File: src/hdl/int_float_sample_converter_macros.svh
// Assertion macros used by the sample converter top module
`ifndef INT_FLOAT_SAMPLE_CONVERTER_MACROS_SVH
`define INT_FLOAT_SAMPLE_CONVERTER_MACROS_SVH
// Implication check on a clock with synchronous reset
`define IFSC_ASSERT_IMP(label, clk, rst, ante, cons, msg) \
   label: assert property (@(posedge clk) disable iff (rst) (ante) |-> (cons)) \
      else $error(msg);
// Next-cycle implication check
`define IFSC_ASSERT_NXT(label, clk, rst, ante, cons, msg) \
   label: assert property (@(posedge clk) disable iff (rst) (ante) |=> (cons)) \
      else $error(msg);
`endif

File: src/hdl/ifsc_pkg.sv
// Shared types, codes and helpers of the sample converter
package ifsc_pkg;
   typedef enum logic [1:0] {
      FMT_U8  = 2'd0,
      FMT_U16 = 2'd1,
      FMT_F32 = 2'd2,
      FMT_F64 = 2'd3
   } fmt_type;

   localparam int SampleWidth = 64;
   localparam int CsrAddrWidth = 1;
   localparam logic [CsrAddrWidth-1:0] CSR_SOURCE_FORMAT = 1'b0;
   localparam logic [CsrAddrWidth-1:0] CSR_DEST_FORMAT   = 1'b1;

   typedef enum logic [1:0] {
      OP_PASS  = 2'd0,
      OP_UNSUP = 2'd1,
      OP_I2F   = 2'd2,
      OP_F2I   = 2'd3
   } op_type;

   // Decoded fields handed from the front stage to the back stage
   typedef struct packed {
      op_type     op;
      logic       dst_dbl;
      logic       dst_u16;
      logic       last;
      logic [63:0] pass;    // masked pass-through value
      // integer path
      logic [15:0] ival;
      logic [3:0]  lead;    // position of leading one
      logic        izero;
      // float path
      logic        fzero;   // NaN, negative or below one
      logic        fsat;    // infinity or above integer range
      logic [3:0]  fpow;    // unbiased exponent, 0..15
      logic [14:0] fman;    // top mantissa bits
   } dec_type;

   function automatic logic [63:0] fmt_mask(input fmt_type f);
      logic [63:0] m;
      unique case (f)
         FMT_U8:  m = 64'h0000_0000_0000_00FF;
         FMT_U16: m = 64'h0000_0000_0000_FFFF;
         FMT_F32: m = 64'h0000_0000_FFFF_FFFF;
         default: m = 64'hFFFF_FFFF_FFFF_FFFF;
      endcase
      return m;
   endfunction
endpackage

File: src/hdl/int_float_sample_converter.sv
// Sample converter: uint8/uint16 to and from IEEE single/double, one sample a cycle
// while rsp_tready stays high. Stages: input register, decode register, result register.
// Config may be written only while the pipeline is empty.
`include "int_float_sample_converter_macros.svh"
module int_float_sample_converter
   import ifsc_pkg::*;
(
   input  logic        clock,
   input  logic        reset,
   input  logic        req_tvalid,
   output logic        req_tready,
   input  logic [63:0] req_tdata,  // sample_in
   input  logic        req_tlast,  // last_in
   output logic        rsp_tvalid,
   input  logic        rsp_tready,
   output logic [63:0] rsp_tdata,  // sample_out
   output logic [1:0]  rsp_tuser,  // saturated (bit 1), unsupported (bit 0)
   output logic        rsp_tlast,  // last_out
   input  logic        csr_valid,
   output logic        csr_ready,
   input  logic [CsrAddrWidth-1:0] csr_index,
   input  logic [1:0]  csr_data
);
   fmt_type src_ff, dst_ff;
   logic v0_ff, v1_ff, v2_ff;
   logic [63:0] s0_ff;
   logic l0_ff;
   dec_type d1_ff, d1_in;
   logic [63:0] r_in, r_ff;
   logic u_in, t_in, u_ff, t_ff, l2_ff;
   logic en0, en1, en2;

   assign csr_ready = 1'b1;
   // advance when the next stage is free
   assign en2 = !v2_ff || rsp_tready;
   assign en1 = !v1_ff || en2;
   assign en0 = !v0_ff || en1;
   assign req_tready = en0;

   always_ff @(posedge clock) begin
      if (reset) begin
         src_ff <= FMT_U8; dst_ff <= FMT_F32;
      end else if (csr_valid) begin
         if (csr_index == CSR_SOURCE_FORMAT) src_ff <= fmt_type'(csr_data);
         else dst_ff <= fmt_type'(csr_data);
      end
   end

   ifsc_decode u_dec (.src_fmt(src_ff), .dst_fmt(dst_ff), .sample(s0_ff),
                      .last(l0_ff), .dec(d1_in));
   ifsc_assemble u_asm (.dec(d1_ff), .sample(r_in), .unsup(u_in), .sat(t_in));

   // valid bits
   always_ff @(posedge clock) begin
      if (reset) begin
         v0_ff <= 1'b0; v1_ff <= 1'b0; v2_ff <= 1'b0;
      end else begin
         if (en0) v0_ff <= req_tvalid;
         if (en1) v1_ff <= v0_ff;
         if (en2) v2_ff <= v1_ff;
      end
   end

   // payload
   always_ff @(posedge clock) begin
      if (en0) begin
         s0_ff <= req_tdata; l0_ff <= req_tlast;
      end
      if (en1) d1_ff <= d1_in;
      if (en2) begin
         r_ff <= r_in & fmt_mask(d1_ff.dst_dbl ? FMT_F64 : dst_ff);
         u_ff <= u_in; t_ff <= t_in; l2_ff <= d1_ff.last;
      end
   end

   assign rsp_tvalid = v2_ff;
   assign rsp_tdata = r_ff;
   assign rsp_tuser = {t_ff, u_ff};
   assign rsp_tlast = l2_ff;

   `IFSC_ASSERT_IMP(a_flags_excl, clock, reset, rsp_tvalid, !(u_ff && t_ff), "both flags set")
   `IFSC_ASSERT_IMP(a_unsup_zero, clock, reset, rsp_tvalid && u_ff, r_ff == 64'd0, "unsup nonzero")
   `IFSC_ASSERT_NXT(a_hold, clock, reset, rsp_tvalid && !rsp_tready, rsp_tvalid, "result dropped")
endmodule

File: src/hdl/ifsc_decode.sv
// Front stage: operation select, field split and exponent classification
module ifsc_decode
   import ifsc_pkg::*;
(
   input  fmt_type     src_fmt,
   input  fmt_type     dst_fmt,
   input  logic [63:0] sample,
   input  logic        last,
   output dec_type     dec
);
   logic [63:0] s;
   logic        sign;
   logic [10:0] e;
   logic        mnz;
   logic        emax;
   logic [10:0] bias;
   logic [10:0] p;
   logic [51:0] m;

   always_comb begin
      s = sample & fmt_mask(src_fmt);
      dec = '0;
      dec.last = last;
      dec.dst_dbl = (dst_fmt == FMT_F64);
      dec.dst_u16 = (dst_fmt == FMT_U16);
      dec.pass = s;
      // select operation
      if (src_fmt == dst_fmt) dec.op = OP_PASS;
      else if (src_fmt[1] == dst_fmt[1]) dec.op = OP_UNSUP;
      else if (!src_fmt[1]) dec.op = OP_I2F;
      else dec.op = OP_F2I;
      // integer: find leading one
      dec.ival = s[15:0];
      dec.izero = (s[15:0] == 16'd0);
      for (int i = 0; i < 16; i++) begin
         if (s[i]) dec.lead = 4'(i);
      end
      // float: split encoding
      if (src_fmt == FMT_F64) begin
         sign = s[63]; e = s[62:52]; m = s[51:0];
         emax = (e == 11'h7FF); bias = 11'd1023;
      end else begin
         sign = s[31]; e = {3'b0, s[30:23]}; m = {s[22:0], 29'b0};
         emax = (e == 11'h0FF); bias = 11'd127;
      end
      mnz = (m != 52'd0);
      p = e - bias;
      dec.fman = m[51:37];
      dec.fpow = p[3:0];
      dec.fzero = (emax && mnz) || sign || (!emax && e < bias);
      dec.fsat = !dec.fzero && (emax || p >= (dec.dst_u16 ? 11'd16 : 11'd8));
   end
endmodule

File: src/hdl/ifsc_assemble.sv
// Back stage: build the result word and flags
module ifsc_assemble
   import ifsc_pkg::*;
(
   input  dec_type     dec,
   output logic [63:0] sample,
   output logic        unsup,
   output logic        sat
);
   logic [15:0] frac;
   logic [15:0] fint;
   always_comb begin
      sample = '0; unsup = 1'b0; sat = 1'b0;
      frac = dec.ival << (5'd16 - {1'b0, dec.lead});
      fint = 16'({1'b1, dec.fman} >> (5'd15 - {1'b0, dec.fpow}));
      unique case (dec.op)
         OP_PASS:  sample = dec.pass;
         OP_UNSUP: unsup = 1'b1;
         OP_I2F: begin
            if (!dec.izero) begin
               if (dec.dst_dbl)
                  sample = {1'b0, 11'(11'd1023 + 11'(dec.lead)), frac, 36'b0};
               else
                  sample = {32'b0, 1'b0, 8'(8'd127 + 8'(dec.lead)), frac, 7'b0};
            end
         end
         default: begin
            if (dec.fsat) begin
               sat = 1'b1;
               sample = dec.dst_u16 ? 64'hFFFF : 64'hFF;
            end else if (!dec.fzero) begin
               sample = {48'b0, dec.dst_u16 ? fint : {8'b0, fint[7:0]}};
            end
         end
      endcase
   end
endmodule
File: config.mk
export PLATFORM = sky130hd
export DESIGN_NAME = int_float_sample_converter
export DESIGN_NICKNAME = d
export VERILOG_FILES = /design/src/hdl/ifsc_pkg.sv /design/src/hdl/int_float_sample_converter.sv /design/src/hdl/ifsc_decode.sv /design/src/hdl/ifsc_assemble.sv
export VERILOG_INCLUDE_DIRS = /design/src /design/src/hdl
export SDC_FILE = /design/constraint.sdc
export NUM_CORES = 1
export LEC_CHECK = 0
export BUFFER_PORTS_ARGS = -buffer_cell sky130_fd_sc_hd__buf_2
export CORE_UTILIZATION = 61
export CTS_BUF_LIST = sky130_fd_sc_hd__clkbuf_2 sky130_fd_sc_hd__clkbuf_4 sky130_fd_sc_hd__clkbuf_8
export CTS_CLUSTER_DIAMETER = 40
export DETAILED_ROUTE_END_ITERATION = 10
export PLACE_DENSITY = 0.8
export SYNTH_ARGS = -nofsm -noshare
export SYNTH_HDL_FRONTEND = slang
export SYNTH_HIERARCHICAL = 1
export SYNTH_SLANG_ARGS = --single-unit
File: constraint.sdc
create_clock -name clock -period 4.85 [get_ports clock]
set_input_delay 0.97 -clock clock [delete_from_list [all_inputs] [get_ports clock]]
set_output_delay 0.97 -clock clock [all_outputs]
set_load 0.01 [all_outputs]
==> results.sh <==
export IMPL_grt_pass1_wl_um=42300
export IMPL_relSlewSlack_pct=36.0
export IMPL_synthToLayoutAreaGrowth_pct=12.2
export IMPL_rsz0062_at_grt="false"
export IMPL_initial_core_util_pct=62.3
export IMPL_via_per_inst=6.10
export IMPL_power_per_cell_area_nw_per_um2=374
export IMPL_place_gp_congestion=0.950
export IMPL_ir_worst_vdd_uv=289
export IMPL_p_clk_share_pct=35.8
export IMPL_routedWlPerCell_um=21.4
export IMPL_cts_buffer_depth=3
export IMPL_status="completed"
export IMPL_post_route_drc_count=0
export IMPL_multi_input_area_sq_um=4160
export IMPL_worstPathRequired_ps=5120
export IMPL_slew_viol_final=0
export IMPL_cts_tree="done"
export IMPL_crit_path_max_incr_delay_ps=760
export IMPL_post_cts_setup_buffers=0
export IMPL_postRouteAntennaNets=0
export IMPL_fmaxAchievable_mhz=274
export IMPL_period_needed_ps=3650
export IMPL_synthArstFlopShare_pct=0
export IMPL_drv_cap=0
export IMPL_criticalPathCategory="flop to flop"
export IMPL_yosysWarnings=6
export IMPL_nNetsFinal=1109
export IMPL_critPathMaxFanout=16
export IMPL_leakage_uw=0.00572
export IMPL_power_uw=5090
export IMPL_synth_edf_count=243
export IMPL_grt_pass1_vias=7487
export IMPL_drive_gt1_share_pct=29.7
export IMPL_fin_hold_ws_ps=424
export IMPL_fin_util_pct=69.9
export IMPL_critPathSlowestCell="edfxtp_1"
export IMPL_synthFlopType="edfxtp_1"
export IMPL_cts_root_buf="clkbuf_8"
export IMPL_ff_latch_area_sq_um=7440
export IMPL_die_h_um=143
export IMPL_fin_crit_sh_pct=75.3
export IMPL_numCtsBuffers=41
export IMPL_cts_sinks=250
export IMPL_p_int_uw=3810
export IMPL_ios=143
export IMPL_port_buffers=141
export IMPL_placed_cells=1254
export IMPL_combPwrFrac_pct=13.0
export IMPL_die_area_sq_um=20500
export IMPL_initialDrtViolationCount=1043
export IMPL_min_path_type="flop to flop"
export IMPL_htree_levels=2
export IMPL_path_clk_slew_ps=60
export IMPL_synth_area_sq_um=12100
export IMPL_yosysSeqAreaShare_pct=61.3
export IMPL_clock_latency_ps=540
export IMPL_vias=8069
export IMPL_wl_um=28400
export IMPL_syn_num_nets=993
export IMPL_grt_usage_pct=28.2
export IMPL_synthCells=916
export IMPL_tightest_slew_ps=960
export IMPL_grt_overflow=0
export IMPL_p_switching_uw=1280
export IMPL_skew_ps=12.6
export IMPL_diodes=0
export IMPL_cts_resized=0
export IMPL_antenna_found_initial=1
export IMPL_fill_cells=1357
export IMPL_die_w_um=143
export IMPL_ys_seq_elements=250
export IMPL_synth_distinct_cells=75
export IMPL_dr_pass1_iters=5
export IMPL_crit_path_cell_trace="inv_1 -> ha_1 -> mux2_2 -> mux2i_1 -> mux2i_1 -> a221o_1 -> a22o_1 -> nor2b_4"
export IMPL_startpoint_type="flop"
export IMPL_hpwl_um=20400
export IMPL_cp_common_cell="mux2i_1"
export IMPL_cp_arrival_ps=3920
export IMPL_seqPwrFrac_pct=51.3
export IMPL_coreArea_sq_um=19500
export IMPL_fp_row_count=51
export IMPL_final_cells=1323
export IMPL_postCtsHoldBufs=0
export IMPL_setup_tns_ps=0
export IMPL_final_hold_violation_count=0
export IMPL_swShare_pct=25.1
export IMPL_endpoint_kind="flop"
export IMPL_setup_viol=0
export IMPL_avgSynthCellArea_sq_um=13.2
export IMPL_grt_max_degree=70
## logic make-up after synthesis
group                      synth area share [%]
muxes                                      8.87
DFF                                        61.3
and+or+nand+nor                            15.3
adders and majority gates                 0.495
AOI/OAI and AO/OA                          8.83
xor gates and xnor gates                  0.578
buffers and inverters                      4.62
other                                    0.0309
## stage by stage
step | setup slack, ps | instance area, sq um
2_1_floorplan | 798 | 12100
3_3_place_gp | 1230 | 12800
3_5_place_dp | 1270 | 12800
4_1_cts | 1250 | 13600
5_1_grt | 932 | 13600
6_report | 1200 | 13600
## worst max-delay path, delay by kind of cell (launching register included)
| kind | cells | cell delay, ps |
|---|---|---|
| buf+inv | 1 | 440 |
| mux | 3 | 860 |
| fa+ha+maj | 1 | 600 |
| flops | 1 | 760 |
| simple gates | 1 | 120 |
| compound gates | 2 | 610 |
## power groups by stage
stage | sequential, uW | combinational, uW | clock (uW)
2_1_floorplan | 2620 | 472 | 0
3_3_place_gp | 2650 | 643 | 0
3_5_place_dp | 2650 | 646 | 0
4_1_cts | 2610 | 650 | 1860
5_1_grt | 2630 | 706 | 1940
6_report | 2610 | 661 | 1820
## cells in the mapped netlist, types with 3 or more instances
cell,instances,area share (%)
edfxtp_1,243,60
nor2_1,59,1.8
nand2_1,54,1.7
mux2i_1,49,4.0
o21ai_0,41,1.7
nor2b_2,36,2.6
and3_1,33,1.7
clkbuf_1,30,0.93
and2_1,29,1.5
buf_4,29,1.8
inv_1,24,0.74
mux2_2,24,2.2
a21oi_1,22,0.91
a22o_1,16,1.2
nand3_1,16,0.66
nor2b_1,16,0.83
mux4_2,14,2.6
nor4_1,14,0.72
a21o_1,12,0.74
a221oi_1,12,0.87
buf_2,10,0.41
nand2b_1,8,0.41
a221o_1,7,0.58
and2b_1,7,0.43
buf_6,7,0.65
dfxtp_1,7,1.2
a32o_1,5,0.41
nor3_1,5,0.21
a31oi_1,4,0.21
ha_1,4,0.41
nor2b_4,4,0.45
xnor2_1,4,0.29
xor2_1,4,0.29
buf_1,3,0.093
nand3b_1,3,0.19
nand4_1,3,0.15
nor3b_1,3,0.19
o211ai_1,3,0.19
o31a_1,3,0.22
o32ai_1,3,0.22
## area by class of cell
class | count | share of cell area, %
clock inverter | 18 | 1.20
tap | 265 | 2.44
multi-input combinational | 563 | 30.6
inverter | 24 | 0.662
sequential | 250 | 54.7
timing repair buffer | 152 | 5.79
clock buffer | 51 | 4.70
## metal layers
metal / up-vias / wire (um) / track usage [%]
met5: - / 12 / 0
met4: 2 / 728 / 10.4
met3: 70 / 2680 / 6.71
met2: 470 / 12700 / 42.0
met1: 3877 / 12200 / 40.4
li1: 3650 / - / -
## flip-flops by register name, indices dropped and copies added (netlist names), 2 cells and up
signal,flops
s0_ff,64
dst_ff,2
d1_ff,111
rsp_tdata,64
src_ff,2
## path summary, 6_finish.rpt
check	to	from	cells after the start	slack (ps)
setup / recovery	rsp_tdata[48]	d1_ff[22]	8	1200
hold / removal	d1_ff[106]	l0_ff	0	420
setup reg to reg	rsp_tdata[48]	d1_ff[22]	8	1200
hold reg to reg	d1_ff[106]	l0_ff	0	420
## layout by cell type (no fill, tap or decap), types with 7 or more instances in the layout
cell      Yosys  final
a21o_1       12     12
nor2b_1      16     16
a22o_1       16     16
o21ai_0      41     41
nand2_1      54     53
a221o_1       7      7
a221oi_1     12     12
nand3_1      16     15
a21oi_1      22     22
nand2b_1      8      8
and3_1       33     33
edfxtp_1    243    243
clkbuf_8      0     41
nor4_1       14     14
mux4_2       14     14
clkinv_1      0      8
nor2_1       59     58
and2b_1       7      7
and2_1       29     29
mux2i_1      49     49
buf_2        10    141
inv_1        24     23
nor2b_2      36     36
clkbuf_4      0     10
buf_4        29     11
mux2_2       24     24
Power figures use the tool's default switching activity.
